<file path="src/sv/pfa_pkg.sv">
// shared constants, codes and controller/datapath interface types of the frame allocator
package pfa_pkg;

   // fixed field widths
   localparam int OP_W       = 2;
   localparam int SIZE_W     = 16;
   localparam int PID_W      = 16;
   localparam int STAT_W     = 2;
   localparam int OUT_ID_W   = 16;
   localparam int OUT_IDX_W  = 6;
   localparam int OUT_CNT_W  = 7;
   localparam int PSIZE_W    = 11;
   localparam int FRAMES_W   = 7;
   localparam int CSR_ADDR_W = 1;
   localparam int CSR_DATA_W = 11;
   localparam int REQ_DATA_W = 32;
   localparam int RSP_DATA_W = 40;

   // operation codes
   localparam logic [OP_W-1:0] OP_ALLOC  = 2'd0;
   localparam logic [OP_W-1:0] OP_REMOVE = 2'd1;
   localparam logic [OP_W-1:0] OP_CLEAR  = 2'd2;

   // result status codes
   localparam logic [STAT_W-1:0] ST_OK        = 2'd0;
   localparam logic [STAT_W-1:0] ST_BAD_SIZE  = 2'd1;
   localparam logic [STAT_W-1:0] ST_NO_FRAMES = 2'd2;
   localparam logic [STAT_W-1:0] ST_NOT_FOUND = 2'd3;

   // register indexes
   localparam logic [CSR_ADDR_W-1:0] CSR_PAGE_SIZE = 1'b0;
   localparam logic [CSR_ADDR_W-1:0] CSR_FRAMES    = 1'b1;

   // reset values of the registers
   localparam logic [PSIZE_W-1:0]  PAGE_SIZE_RST = 11'd4;
   localparam logic [FRAMES_W-1:0] FRAMES_RST    = 7'd64;

   typedef struct packed {
      logic              load_req;
      logic              div_step;
      logic              start_alloc;
      logic              take_frame;
      logic              dec_left;
      logic              restart_scan;
      logic              clear_owner;
      logic              finish_remove;
      logic              do_clear;
      logic              emit_map;
      logic              emit_single;
      logic [STAT_W-1:0] rsp_status;
   } cmd_type;

   typedef struct packed {
      logic [OP_W-1:0] req_op;
      logic            req_size_zero;
      logic            active_zero;
      logic            rem_zero;
      logic            pages_eq_free;
      logic            left_one;
      logic            pg_last;
      logic            slot_free;
      logic            frame_free;
      logic            frame_emit;
      logic            frame_owned;
      logic            freed_zero;
   } stat_type;

endpackage

</file>
<file path="src/sv/paged_frame_allocator.sv">
// Paged frame allocator: keeps owner and logical page for each of NUM_FRAMES physical frames
// and serves allocate, remove and clear items one at a time. An allocate first counts pages
// by repeated subtraction of the page size, one page per step, and stops when the size is zero
// or pages equal free frames. It then walks the active frames from the highest down twice,
// with a read state and a check state per frame because of the registered table read: once to
// claim free frames and once to emit the mappings in page order. Either walk stops once the
// last page is reached, and the emit walk holds while the output register cannot take a result.
// A remove walks all active frames once; a clear goes straight to its result. One result item
// waits in the output register while the next input item is accepted. Writing the frame count
// register clears the table just like a clear item; page size is read while an allocate counts.
module paged_frame_allocator #(
   parameter int NUM_FRAMES = 64,
   parameter int ID_BITS    = 16
) (
   input  logic                           clock,
   input  logic                           reset,
   input  logic                           req_tvalid,
   output logic                           req_tready,
   input  logic [pfa_pkg::REQ_DATA_W-1:0] req_tdata,   // process_size_kb, process_number
   input  logic [pfa_pkg::OP_W-1:0]       req_tuser,   // op
   output logic                           rsp_tvalid,
   input  logic                           rsp_tready,
   // assigned_id, page_number, frame_number, free_count, zero pad
   output logic [pfa_pkg::RSP_DATA_W-1:0] rsp_tdata,
   output logic [pfa_pkg::STAT_W-1:0]     rsp_tuser,   // status
   output logic                           rsp_tlast,
   input  logic                           csr_we,
   input  logic [pfa_pkg::CSR_ADDR_W-1:0] csr_addr,
   input  logic [pfa_pkg::CSR_DATA_W-1:0] csr_wdata
);

   pfa_pkg::cmd_type  cmd;
   pfa_pkg::stat_type stat;

   pfa_ctrl u_ctrl (
      .clock     (clock),
      .reset     (reset),
      .req_tvalid(req_tvalid),
      .req_tready(req_tready),
      .stat      (stat),
      .cmd       (cmd)
   );

   pfa_dp #(
      .NUM_FRAMES(NUM_FRAMES),
      .ID_BITS   (ID_BITS)
   ) u_dp (
      .clock     (clock),
      .reset     (reset),
      .req_tdata (req_tdata),
      .req_tuser (req_tuser),
      .csr_we    (csr_we),
      .csr_addr  (csr_addr),
      .csr_wdata (csr_wdata),
      .cmd       (cmd),
      .stat      (stat),
      .rsp_tready(rsp_tready),
      .rsp_tvalid(rsp_tvalid),
      .rsp_tdata (rsp_tdata),
      .rsp_tuser (rsp_tuser),
      .rsp_tlast (rsp_tlast)
   );

   // failures never come as part of a mapping run
   a_fail_single: assert property (@(posedge clock) disable iff (reset)
      (rsp_tvalid && (rsp_tuser != pfa_pkg::ST_OK)) |-> rsp_tlast)
      else $error("failure result without last");

   a_free_range: assert property (@(posedge clock) disable iff (reset)
      rsp_tvalid |-> (rsp_tdata[34:28] <= pfa_pkg::OUT_CNT_W'(NUM_FRAMES)))
      else $error("free count above frame count");

   a_bad_size_id: assert property (@(posedge clock) disable iff (reset)
      (rsp_tvalid && (rsp_tuser == pfa_pkg::ST_BAD_SIZE)) |-> (rsp_tdata[15:0] == '0))
      else $error("rejected allocate carries an id");

   // frame claims, mapping emits and owner clears only while an item is in work
   a_idle_quiet: assert property (@(posedge clock) disable iff (reset)
      req_tready |-> !(cmd.take_frame || cmd.emit_map || cmd.clear_owner))
      else $error("table activity while idle");

endmodule

</file>
<file path="src/sv/pfa_ram.sv">
// generic single-port-write, single-port-read ram with registered read data
module pfa_ram #(
   parameter int WIDTH = 8,
   parameter int DEPTH = 16
) (
   input  logic                     clock,
   input  logic                     we,
   input  logic [$clog2(DEPTH)-1:0] waddr,
   input  logic [WIDTH-1:0]         wdata,
   input  logic [$clog2(DEPTH)-1:0] raddr,
   output logic [WIDTH-1:0]         rdata
);

   logic [WIDTH-1:0] mem_ff [DEPTH];
   logic [WIDTH-1:0] rdata_ff;

   always_ff @(posedge clock) begin
      if (we) begin
         mem_ff[waddr] <= wdata;
      end
      rdata_ff <= mem_ff[raddr];
   end

   assign rdata = rdata_ff;

endmodule

</file>
<file path="src/sv/pfa_dp.sv">
// frame allocator datapath: registers, frame table, page count unit and result register
module pfa_dp #(
   parameter int NUM_FRAMES = 64,
   parameter int ID_BITS    = 16
) (
   input  logic                               clock,
   input  logic                               reset,
   input  logic [pfa_pkg::REQ_DATA_W-1:0]     req_tdata,
   input  logic [pfa_pkg::OP_W-1:0]           req_tuser,
   input  logic                               csr_we,
   input  logic [pfa_pkg::CSR_ADDR_W-1:0]     csr_addr,
   input  logic [pfa_pkg::CSR_DATA_W-1:0]     csr_wdata,
   input  pfa_pkg::cmd_type                   cmd,
   output pfa_pkg::stat_type                  stat,
   input  logic                               rsp_tready,
   output logic                               rsp_tvalid,
   output logic [pfa_pkg::RSP_DATA_W-1:0]     rsp_tdata,
   output logic [pfa_pkg::STAT_W-1:0]         rsp_tuser,
   output logic                               rsp_tlast
);

   localparam int FRAME_BITS = $clog2(NUM_FRAMES);
   localparam int CNT_BITS   = $clog2(NUM_FRAMES + 1);
   localparam int ENTRY_W    = ID_BITS + FRAME_BITS;
   localparam logic [ID_BITS-1:0] ID_MAX = {ID_BITS{1'b1}};

   function automatic logic [CNT_BITS-1:0] active_count(input logic [pfa_pkg::FRAMES_W-1:0] f);
      logic [CNT_BITS-1:0] r;
      if (f > pfa_pkg::FRAMES_W'(NUM_FRAMES)) begin
         r = CNT_BITS'(NUM_FRAMES);
      end else begin
         r = CNT_BITS'(f);
      end
      return r;
   endfunction

   // configuration
   logic [pfa_pkg::PSIZE_W-1:0]  page_size_ff, page_size_in;
   logic [pfa_pkg::FRAMES_W-1:0] frames_ff, frames_in;
   // frame table state
   logic [NUM_FRAMES-1:0]        valid_ff, valid_in;
   logic [CNT_BITS-1:0]          free_ff, free_in;
   logic [ID_BITS-1:0]           next_id_ff, next_id_in;
   // per-item working registers
   logic [ID_BITS-1:0]           cur_id_ff, cur_id_in;
   logic [pfa_pkg::OP_W-1:0]     op_ff, op_in;
   logic [pfa_pkg::SIZE_W-1:0]   rem_ff, rem_in;
   logic [pfa_pkg::PID_W-1:0]    pid_ff, pid_in;
   logic [CNT_BITS-1:0]          pages_ff, pages_in;
   logic [CNT_BITS-1:0]          pg_ff, pg_in;
   logic [CNT_BITS-1:0]          left_ff, left_in;
   logic [CNT_BITS-1:0]          freed_ff, freed_in;
   // result register
   logic                         rsp_valid_ff, rsp_valid_in;
   logic [pfa_pkg::STAT_W-1:0]   rsp_status_ff, rsp_status_in;
   logic [pfa_pkg::OUT_ID_W-1:0] rsp_id_ff, rsp_id_in;
   logic [pfa_pkg::OUT_IDX_W-1:0] rsp_page_ff, rsp_page_in;
   logic [pfa_pkg::OUT_IDX_W-1:0] rsp_frame_ff, rsp_frame_in;
   logic [pfa_pkg::OUT_CNT_W-1:0] rsp_free_ff, rsp_free_in;
   logic                         rsp_last_ff, rsp_last_in;

   logic [CNT_BITS-1:0]          active_n;
   logic [CNT_BITS-1:0]          clear_n;
   logic                         frames_write;
   logic [pfa_pkg::PSIZE_W-1:0]  eff_ps;
   logic [pfa_pkg::SIZE_W-1:0]   ps_ext;
   logic [FRAME_BITS-1:0]        idx;
   logic [CNT_BITS-1:0]          pg_next;
   logic [ID_BITS-1:0]           want_id;
   logic [ENTRY_W-1:0]           rd_entry;
   logic [ID_BITS-1:0]           rd_owner;
   logic [FRAME_BITS-1:0]        rd_page;
   logic                         slot_free;

   assign active_n     = active_count(frames_ff);
   assign frames_write = csr_we && (csr_addr == pfa_pkg::CSR_FRAMES);
   assign clear_n      = frames_write ? active_count(csr_wdata[pfa_pkg::FRAMES_W-1:0]) : active_n;
   assign eff_ps       = (page_size_ff == '0) ? pfa_pkg::PSIZE_W'(1) : page_size_ff;
   assign ps_ext       = pfa_pkg::SIZE_W'(eff_ps);
   // scan runs downward: frame index is the remaining count minus one
   assign idx          = FRAME_BITS'(left_ff - CNT_BITS'(1));
   assign pg_next      = pg_ff + CNT_BITS'(1);
   assign want_id      = ID_BITS'(pid_ff);
   assign slot_free    = !rsp_valid_ff || rsp_tready;

   pfa_ram #(
      .WIDTH(ENTRY_W),
      .DEPTH(NUM_FRAMES)
   ) u_table (
      .clock(clock),
      .we   (cmd.take_frame),
      .waddr(idx),
      .wdata({cur_id_ff, FRAME_BITS'(pg_ff)}),
      .raddr(idx),
      .rdata(rd_entry)
   );

   assign rd_owner = rd_entry[ENTRY_W-1:FRAME_BITS];
   assign rd_page  = rd_entry[FRAME_BITS-1:0];

   always_comb begin
      stat.req_op        = req_tuser;
      stat.req_size_zero = (req_tdata[pfa_pkg::SIZE_W-1:0] == '0);
      stat.active_zero   = (active_n == '0);
      stat.rem_zero      = (rem_ff == '0);
      stat.pages_eq_free = (pages_ff == free_ff);
      stat.left_one      = (left_ff == CNT_BITS'(1));
      stat.pg_last       = (pg_next == pages_ff);
      stat.slot_free     = slot_free;
      stat.frame_free    = !valid_ff[idx];
      stat.frame_emit    = valid_ff[idx] && (rd_owner == cur_id_ff) &&
                           (rd_page == FRAME_BITS'(pg_ff));
      stat.frame_owned   = valid_ff[idx] && (rd_owner == want_id);
      stat.freed_zero    = (freed_ff == '0);
   end

   always_comb begin
      page_size_in  = page_size_ff;
      frames_in     = frames_ff;
      valid_in      = valid_ff;
      free_in       = free_ff;
      next_id_in    = next_id_ff;
      cur_id_in     = cur_id_ff;
      op_in         = op_ff;
      rem_in        = rem_ff;
      pid_in        = pid_ff;
      pages_in      = pages_ff;
      pg_in         = pg_ff;
      left_in       = left_ff;
      freed_in      = freed_ff;
      rsp_valid_in  = rsp_valid_ff;
      rsp_status_in = rsp_status_ff;
      rsp_id_in     = rsp_id_ff;
      rsp_page_in   = rsp_page_ff;
      rsp_frame_in  = rsp_frame_ff;
      rsp_free_in   = rsp_free_ff;
      rsp_last_in   = rsp_last_ff;

      if (cmd.load_req) begin
         op_in    = req_tuser;
         rem_in   = req_tdata[pfa_pkg::SIZE_W-1:0];
         pid_in   = req_tdata[pfa_pkg::SIZE_W +: pfa_pkg::PID_W];
         pages_in = '0;
         pg_in    = '0;
         left_in  = active_n;
         freed_in = '0;
      end
      // one page per step, saturating at zero for the rounded-up last page
      if (cmd.div_step) begin
         rem_in   = (rem_ff > ps_ext) ? (rem_ff - ps_ext) : '0;
         pages_in = pages_ff + CNT_BITS'(1);
      end
      if (cmd.start_alloc) begin
         free_in    = free_ff - pages_ff;
         cur_id_in  = next_id_ff;
         next_id_in = (next_id_ff == ID_MAX) ? ID_BITS'(1) : next_id_ff + ID_BITS'(1);
      end
      if (cmd.take_frame) begin
         valid_in[idx] = 1'b1;
         pg_in         = pg_next;
      end
      if (cmd.emit_map) begin
         pg_in = pg_next;
      end
      if (cmd.dec_left) begin
         left_in = left_ff - CNT_BITS'(1);
      end
      if (cmd.restart_scan) begin
         left_in = active_n;
         pg_in   = '0;
      end
      if (cmd.clear_owner) begin
         valid_in[idx] = 1'b0;
         freed_in      = freed_ff + CNT_BITS'(1);
      end
      if (cmd.finish_remove) begin
         free_in = free_ff + freed_ff;
      end
      if (cmd.do_clear || frames_write) begin
         valid_in   = '0;
         free_in    = clear_n;
         next_id_in = ID_BITS'(1);
      end

      if (csr_we) begin
         case (csr_addr)
            pfa_pkg::CSR_PAGE_SIZE: begin
               page_size_in = csr_wdata[pfa_pkg::PSIZE_W-1:0];
            end
            pfa_pkg::CSR_FRAMES: begin
               frames_in = csr_wdata[pfa_pkg::FRAMES_W-1:0];
            end
            default: begin
            end
         endcase
      end

      if (cmd.emit_map) begin
         rsp_valid_in  = 1'b1;
         rsp_status_in = pfa_pkg::ST_OK;
         rsp_id_in     = pfa_pkg::OUT_ID_W'(cur_id_ff);
         rsp_page_in   = pfa_pkg::OUT_IDX_W'(pg_ff);
         rsp_frame_in  = pfa_pkg::OUT_IDX_W'(idx);
         rsp_free_in   = pfa_pkg::OUT_CNT_W'(free_ff);
         rsp_last_in   = (pg_next == pages_ff);
      end else if (cmd.emit_single) begin
         rsp_valid_in  = 1'b1;
         rsp_status_in = cmd.rsp_status;
         rsp_id_in     = (op_ff == pfa_pkg::OP_REMOVE) ? pid_ff : '0;
         rsp_page_in   = '0;
         rsp_frame_in  = '0;
         rsp_free_in   = pfa_pkg::OUT_CNT_W'(free_ff);
         rsp_last_in   = 1'b1;
      end else if (rsp_tready) begin
         rsp_valid_in = 1'b0;
      end
   end

   always_ff @(posedge clock) begin
      if (reset) begin
         page_size_ff <= pfa_pkg::PAGE_SIZE_RST;
         frames_ff    <= pfa_pkg::FRAMES_RST;
         valid_ff     <= '0;
         free_ff      <= active_count(pfa_pkg::FRAMES_RST);
         next_id_ff   <= ID_BITS'(1);
         rsp_valid_ff <= 1'b0;
      end else begin
         page_size_ff <= page_size_in;
         frames_ff    <= frames_in;
         valid_ff     <= valid_in;
         free_ff      <= free_in;
         next_id_ff   <= next_id_in;
         rsp_valid_ff <= rsp_valid_in;
      end
      cur_id_ff     <= cur_id_in;
      op_ff         <= op_in;
      rem_ff        <= rem_in;
      pid_ff        <= pid_in;
      pages_ff      <= pages_in;
      pg_ff         <= pg_in;
      left_ff       <= left_in;
      freed_ff      <= freed_in;
      rsp_status_ff <= rsp_status_in;
      rsp_id_ff     <= rsp_id_in;
      rsp_page_ff   <= rsp_page_in;
      rsp_frame_ff  <= rsp_frame_in;
      rsp_free_ff   <= rsp_free_in;
      rsp_last_ff   <= rsp_last_in;
   end

   assign rsp_tvalid = rsp_valid_ff;
   assign rsp_tuser  = rsp_status_ff;
   assign rsp_tlast  = rsp_last_ff;
   assign rsp_tdata  = {5'b00000, rsp_free_ff, rsp_frame_ff, rsp_page_ff, rsp_id_ff};

endmodule

</file>
<file path="src/sv/pfa_ctrl.sv">
// frame allocator controller: sequences page count, allocate, emit and remove scans
module pfa_ctrl (
   input  logic              clock,
   input  logic              reset,
   input  logic              req_tvalid,
   output logic              req_tready,
   input  pfa_pkg::stat_type stat,
   output pfa_pkg::cmd_type  cmd
);

   typedef enum logic [3:0] {
      S_IDLE,
      S_DIV,
      S_A_RD,
      S_A_CHK,
      S_E_RD,
      S_E_CHK,
      S_R_RD,
      S_R_CHK,
      S_R_FIN,
      S_RESP
   } state_type;

   state_type                  state_ff, state_in;
   logic [pfa_pkg::STAT_W-1:0] code_ff, code_in;

   assign req_tready = (state_ff == S_IDLE);

   always_comb begin
      state_in       = state_ff;
      code_in        = code_ff;
      cmd            = '0;
      cmd.rsp_status = code_ff;

      case (state_ff)
         S_IDLE: begin
            if (req_tvalid) begin
               cmd.load_req = 1'b1;
               case (stat.req_op)
                  pfa_pkg::OP_ALLOC: begin
                     if (stat.req_size_zero) begin
                        code_in  = pfa_pkg::ST_BAD_SIZE;
                        state_in = S_RESP;
                     end else begin
                        state_in = S_DIV;
                     end
                  end
                  pfa_pkg::OP_REMOVE: begin
                     if (stat.active_zero) begin
                        code_in  = pfa_pkg::ST_NOT_FOUND;
                        state_in = S_RESP;
                     end else begin
                        state_in = S_R_RD;
                     end
                  end
                  pfa_pkg::OP_CLEAR: begin
                     cmd.do_clear = 1'b1;
                     code_in      = pfa_pkg::ST_OK;
                     state_in     = S_RESP;
                  end
                  default: begin
                  end
               endcase
            end
         end
         S_DIV: begin
            if (stat.rem_zero) begin
               cmd.start_alloc = 1'b1;
               state_in        = S_A_RD;
            end else if (stat.pages_eq_free) begin
               code_in  = pfa_pkg::ST_NO_FRAMES;
               state_in = S_RESP;
            end else begin
               cmd.div_step = 1'b1;
            end
         end
         S_A_RD: begin
            state_in = S_A_CHK;
         end
         S_A_CHK: begin
            if (stat.frame_free) begin
               cmd.take_frame = 1'b1;
            end
            if ((stat.frame_free && stat.pg_last) || stat.left_one) begin
               cmd.restart_scan = 1'b1;
               state_in         = S_E_RD;
            end else begin
               cmd.dec_left = 1'b1;
               state_in     = S_A_RD;
            end
         end
         S_E_RD: begin
            state_in = S_E_CHK;
         end
         S_E_CHK: begin
            if (stat.frame_emit) begin
               // hold the scan until the result register can take the item
               if (stat.slot_free) begin
                  cmd.emit_map = 1'b1;
                  cmd.dec_left = 1'b1;
                  state_in     = (stat.pg_last || stat.left_one) ? S_IDLE : S_E_RD;
               end
            end else begin
               cmd.dec_left = 1'b1;
               state_in     = stat.left_one ? S_IDLE : S_E_RD;
            end
         end
         S_R_RD: begin
            state_in = S_R_CHK;
         end
         S_R_CHK: begin
            cmd.clear_owner = stat.frame_owned;
            cmd.dec_left    = 1'b1;
            state_in        = stat.left_one ? S_R_FIN : S_R_RD;
         end
         S_R_FIN: begin
            cmd.finish_remove = 1'b1;
            code_in  = stat.freed_zero ? pfa_pkg::ST_NOT_FOUND : pfa_pkg::ST_OK;
            state_in = S_RESP;
         end
         S_RESP: begin
            if (stat.slot_free) begin
               cmd.emit_single = 1'b1;
               state_in        = S_IDLE;
            end
         end
         default: begin
            state_in = S_IDLE;
         end
      endcase
   end

   always_ff @(posedge clock) begin
      if (reset) begin
         state_ff <= S_IDLE;
         code_ff  <= pfa_pkg::ST_OK;
      end else begin
         state_ff <= state_in;
         code_ff  <= code_in;
      end
   end

endmodule

</file>
<file path="config.mk">
export PLATFORM = sky130hd
export DESIGN_NAME = paged_frame_allocator
export DESIGN_NICKNAME = d
export VERILOG_FILES = /design/src/sv/pfa_pkg.sv /design/src/sv/paged_frame_allocator.sv /design/src/sv/pfa_ram.sv /design/src/sv/pfa_dp.sv /design/src/sv/pfa_ctrl.sv
export SDC_FILE = /design/constraint.sdc
export NUM_CORES = 2
export LEC_CHECK = 0
export BUFFER_PORTS_ARGS = -buffer_cell sky130_fd_sc_hd__buf_2
export CAP_MARGIN = 10
export CORE_AREA = 2 2 430 432
export DETAILED_ROUTE_END_ITERATION = 12
export DIE_AREA = 0 0 432 434
export PLACE_DENSITY = 0.55
export SKIP_LAST_GASP = 1
export SYNTH_ARGS = -nofsm -noshare
export SYNTH_HDL_FRONTEND = slang
export SYNTH_SLANG_ARGS = --single-unit
</file>
<file path="constraint.sdc">
create_clock -name clock -period 5.7 [get_ports clock]
set_input_delay 0.285 -clock clock [delete_from_list [all_inputs] [get_ports clock]]
set_output_delay 0.285 -clock clock [all_outputs]
set_load 0.05 [all_outputs]
</file>
==> flow_summary.json <==
{
  "outcome": "finished, final reports clean",
  "detailedRoute.firstIterationViolations": 5553,
  "final_period_util_pct": 89.7,
  "syn2layout_area_growth_pct": 16.9,
  "vias_per_cell": 5.86,
  "drtAntennaViolNets": 0,
  "synth_area_um2": 63600,
  "setup.reg_to_reg.worst_slack_ns": 0.59,
  "most_frequent_cell_after_synthesis": "sky130_fd_sc_hd__edfxtp_1",
  "grt_overflow": 0,
  "ys_seq_area_share_pct": 76.0,
  "timing.reg2reg.worst_path_depth": 12,
  "clock_latency_of_the_later_clocked_register_in_the_worst_skew_pair_ns": 0.82,
  "die_height_um": 434,
  "yosys_register_bits": 1658,
  "synth.largest_area_cell": "sky130_fd_sc_hd__edfxtp_1",
  "synth_top_cells_by_count": "sky130_fd_sc_hd__edfxtp_1, sky130_fd_sc_hd__a22oi_1, sky130_fd_sc_hd__nand2_1",
  "totalPowerFinal_mw": 37.3,
  "synth.top_cell.area_share_pct": 71.5,
  "worst_hold_startpoint": "csr_we",
  "synth.lib_cells_used.distinct": 90,
  "final.min_clock_period_ns": 5.11,
  "synthArstFlopShare_pct": 0,
  "rr_endpoint": "u_dp.u_table.rdata[6]$_DFF_P_",
  "netlist_top_cells_area": "sky130_fd_sc_hd__edfxtp_1, sky130_fd_sc_hd__a22oi_1, sky130_fd_sc_hd__dfxtp_1",
  "global_route_wire_length_before_repair_mm": 291,
  "grt_pass1_vias": 38000,
  "total_leakage_power_nw": 22.7,
  "via_count": 40100,
  "chipWidth_um": 432,
  "drt_pass1_iterations": 6,
  "sum_of_negative_setup_slack_ns": 0,
  "hold_path_depth": 4,
  "syn-instance-count": 4047,
  "slew_headroom_pct": 21.2,
  "portBuffers": 90,
  "grt_antenna_before_repair": 11,
  "syn-mean-instance-area_um2": 15.7,
  "report.final.slew_viol_count": 0,
  "critPathMaxFanout": 50,
  "arrival_ns": 5.71,
  "power_density_nw_per_um2": 502,
  "finalSetupViolations": 0,
  "clockBufferDepth": 3,
  "worstMarginPinSlew_ns": 1.18,
  "final_layout_size_suffix_gt1_share_pct": 15.2,
  "clock-skew-final_ns": 0.0542,
  "initial_utilization_pct": 34.8,
  "vdd.ir_drop.worst_v": 0.000451,
  "grt_use_total_pct": 21.6,
  "end_kind": "flop",
  "wl_per_cell_um": 30.2,
  "cts.clk_slew.worst_paths_ns": 0.06,
  "synth_enable_flop_cells": 1515,
  "finalHoldViolations": 0,
  "numCtsBuffers": 169,
  "place.gp.congestion": 0.923,
  "hold_path_end": "u_dp.frames_ff[0]$_SDFFE_PP0P_",
  "maxCapViolCount": 0,
  "grt_setup_unrepaired": "no",
  "numClockSinks": 1658,
  "tritoncts": "built",
  "core_area_um2": 182000,
  "critical_path_required_ns": 6.30,
  "h_tree_depth": 4,
  "design.final.nets": 4414,
  "cts-root-buf": "sky130_fd_sc_hd__clkbuf_16",
  "holdCritPathClass": "primary input to flop",
  "max_clock_freq_mhz": 196,
  "regToRegStartpoint": "u_dp.left_ff[1]$_DFFE_PP_",
  "placementRows": 157,
  "timing_worst_setup_path_type": "flop to flop",
  "dp_hpwl_mm": 123,
  "fp.dieArea_um2": 187000,
  "postRouteWirelength_mm": 207,
  "yosys_warnings": 0,
  "grt_max_degree": 79,
  "design.portCount": 96,
  "yosys_most_used_dff": "sky130_fd_sc_hd__edfxtp_1",
  "post_cts_buffers": 0,
  "final_routed_drc_violation_total": 0,
  "worst_setup_sp_type": "flop"
}
routing by layer:
metal | routed length [um] | share of wire (%) | global-route usage, %
met1 | 85400 | 41 | 30.0
met3 | 19900 | 9.6 | 4.44
met2 | 95100 | 46 | 34.0
met5 | 39 | 0.019 | 0
met4 | 6510 | 3.1 | 6.86
metrics by stage:
step                      cell area, um^2  hold WS [ns]  setup slack [ns]  instances  utilization, %
after CTS                           74300        0.0274             0.780       6841            40.7
final                               74300        0.0816             0.587       6844            40.7
after floorplan                     63600         0.384             0.404       4051               -
after detailed placement            68200         0.457             0.826       6473            37.3
after global routing                74300        0.0871             0.436       6842            40.7
after global placement              68100         0.448             0.197       6470            37.3
cells in the final DEF (no fill, tap or decap), types with 19 or more instances in the layout:
cell type,instances
sky130_fd_sc_hd__ha_1,35
sky130_fd_sc_hd__a22o_1,115
sky130_fd_sc_hd__edfxtp_1,1515
sky130_fd_sc_hd__buf_12,21
sky130_fd_sc_hd__xor2_1,40
sky130_fd_sc_hd__a31oi_1,141
sky130_fd_sc_hd__nor4_1,30
sky130_fd_sc_hd__a22oi_1,390
sky130_fd_sc_hd__nand3_1,87
sky130_fd_sc_hd__dfxtp_1,137
sky130_fd_sc_hd__mux2i_1,30
sky130_fd_sc_hd__clkbuf_1,31
sky130_fd_sc_hd__a221oi_1,137
sky130_fd_sc_hd__nor3_1,32
sky130_fd_sc_hd__a21oi_1,146
sky130_fd_sc_hd__dlygate4sd3_1,64
sky130_fd_sc_hd__o21ai_0,60
sky130_fd_sc_hd__buf_4,187
sky130_fd_sc_hd__clkinv_2,33
sky130_fd_sc_hd__inv_1,65
sky130_fd_sc_hd__clkbuf_16,173
sky130_fd_sc_hd__a211oi_1,70
sky130_fd_sc_hd__clkinv_1,32
sky130_fd_sc_hd__nor2_1,95
sky130_fd_sc_hd__nand2_1,197
sky130_fd_sc_hd__nor2_2,67
sky130_fd_sc_hd__nand4_1,63
sky130_fd_sc_hd__xnor2_1,54
sky130_fd_sc_hd__buf_2,92
sky130_fd_sc_hd__and3_1,19
worst max-delay path by stage:
stage                                    from                            endpoint  slack [ns]  depth (start not counted)
global route        u_dp.left_ff[1]$_DFFE_PP_       u_dp.u_table.rdata[6]$_DFF_P_        0.44                         13
CTS                 u_dp.left_ff[1]$_DFFE_PP_       u_dp.u_table.rdata[6]$_DFF_P_        0.78                         13
floorplan           u_dp.left_ff[0]$_DFFE_PP_  u_dp.rsp_frame_ff[0]$_SDFFCE_PN0P_        0.40                         15
global placement    u_dp.left_ff[1]$_DFFE_PP_      u_dp.u_table.rdata[12]$_DFF_P_        0.20                         12
detailed placement  u_dp.left_ff[1]$_DFFE_PP_       u_dp.u_table.rdata[6]$_DFF_P_        0.83                         13
finish              u_dp.left_ff[1]$_DFFE_PP_       u_dp.u_table.rdata[6]$_DFF_P_        0.59                         12
power by group:
| group | internal, mW | switching (mW) | leakage (nW) |
|---|---|---|---|
| Sequential | 13.5 | 0.446 | 13.9 |
| Combinational | 3.87 | 8.46 | 6.05 |
| Clock | 6.28 | 4.71 | 2.68 |
| Total | 23.7 | 13.6 | 22.7 |
critical path, stage by stage (launching register included):
cell	delay (ns)
sky130_fd_sc_hd__edfxtp_1	0.55
sky130_fd_sc_hd__inv_1	0.15
sky130_fd_sc_hd__ha_4	0.24
sky130_fd_sc_hd__xnor2_2	0.62
sky130_fd_sc_hd__buf_4	0.65
sky130_fd_sc_hd__nor2_4	0.30
sky130_fd_sc_hd__buf_12	0.29
sky130_fd_sc_hd__a22oi_1	0.30
sky130_fd_sc_hd__nand3_1	0.13
sky130_fd_sc_hd__a21oi_1	0.20
sky130_fd_sc_hd__a311oi_1	0.20
sky130_fd_sc_hd__a311oi_1	0.98
sky130_fd_sc_hd__o21ai_0	0.26
final cells by class:
type / instances / area [um^2]
fillers: 16500 / 108000
flip-flops and latches: 1658 / 48400
multi-input cells: 2063 / 14200
clock buffers: 210 / 4530
well taps: 2385 / 2980
repair buffers: 366 / 2980
clock inverters: 94 / 948
inverters: 66 / 248
diodes: 2 / 5.00
logic make-up after synthesis:
| kind of cell | share of synthesized area [%] |
|---|---|
| AO/OA/AOI/OAI | 13.5 |
| XOR/XNOR | 1.36 |
| adder cells (fa/ha/maj) | 0.803 |
| buffers and inverters | 2.06 |
| flip-flops | 76.0 |
| multiplexers | 0.779 |
| other | 0.00590 |
| AND/OR/NAND/NOR | 5.41 |
sequential cells by signal, summed over array words and instances, names as in the netlist, 11 cells and up:
signal,flops
u_dp.rem_ff,16
u_dp.rsp_id_ff,16
u_dp.valid_ff,64
u_dp.pid_ff,16
u_dp.cur_id_ff,16
u_dp.u_table.mem_ff,1408
u_dp.page_size_ff,11
u_dp.next_id_ff,16
u_dp.u_table.rdata,22
timing repair:
action / 4_1_cts / 5_1_grt
resized for setup: 0 / 0
hold buffers: 64 / 0
endpoints found under the hold margin: 61 / 0
Note: power is estimated with default switching activity, not from simulation.
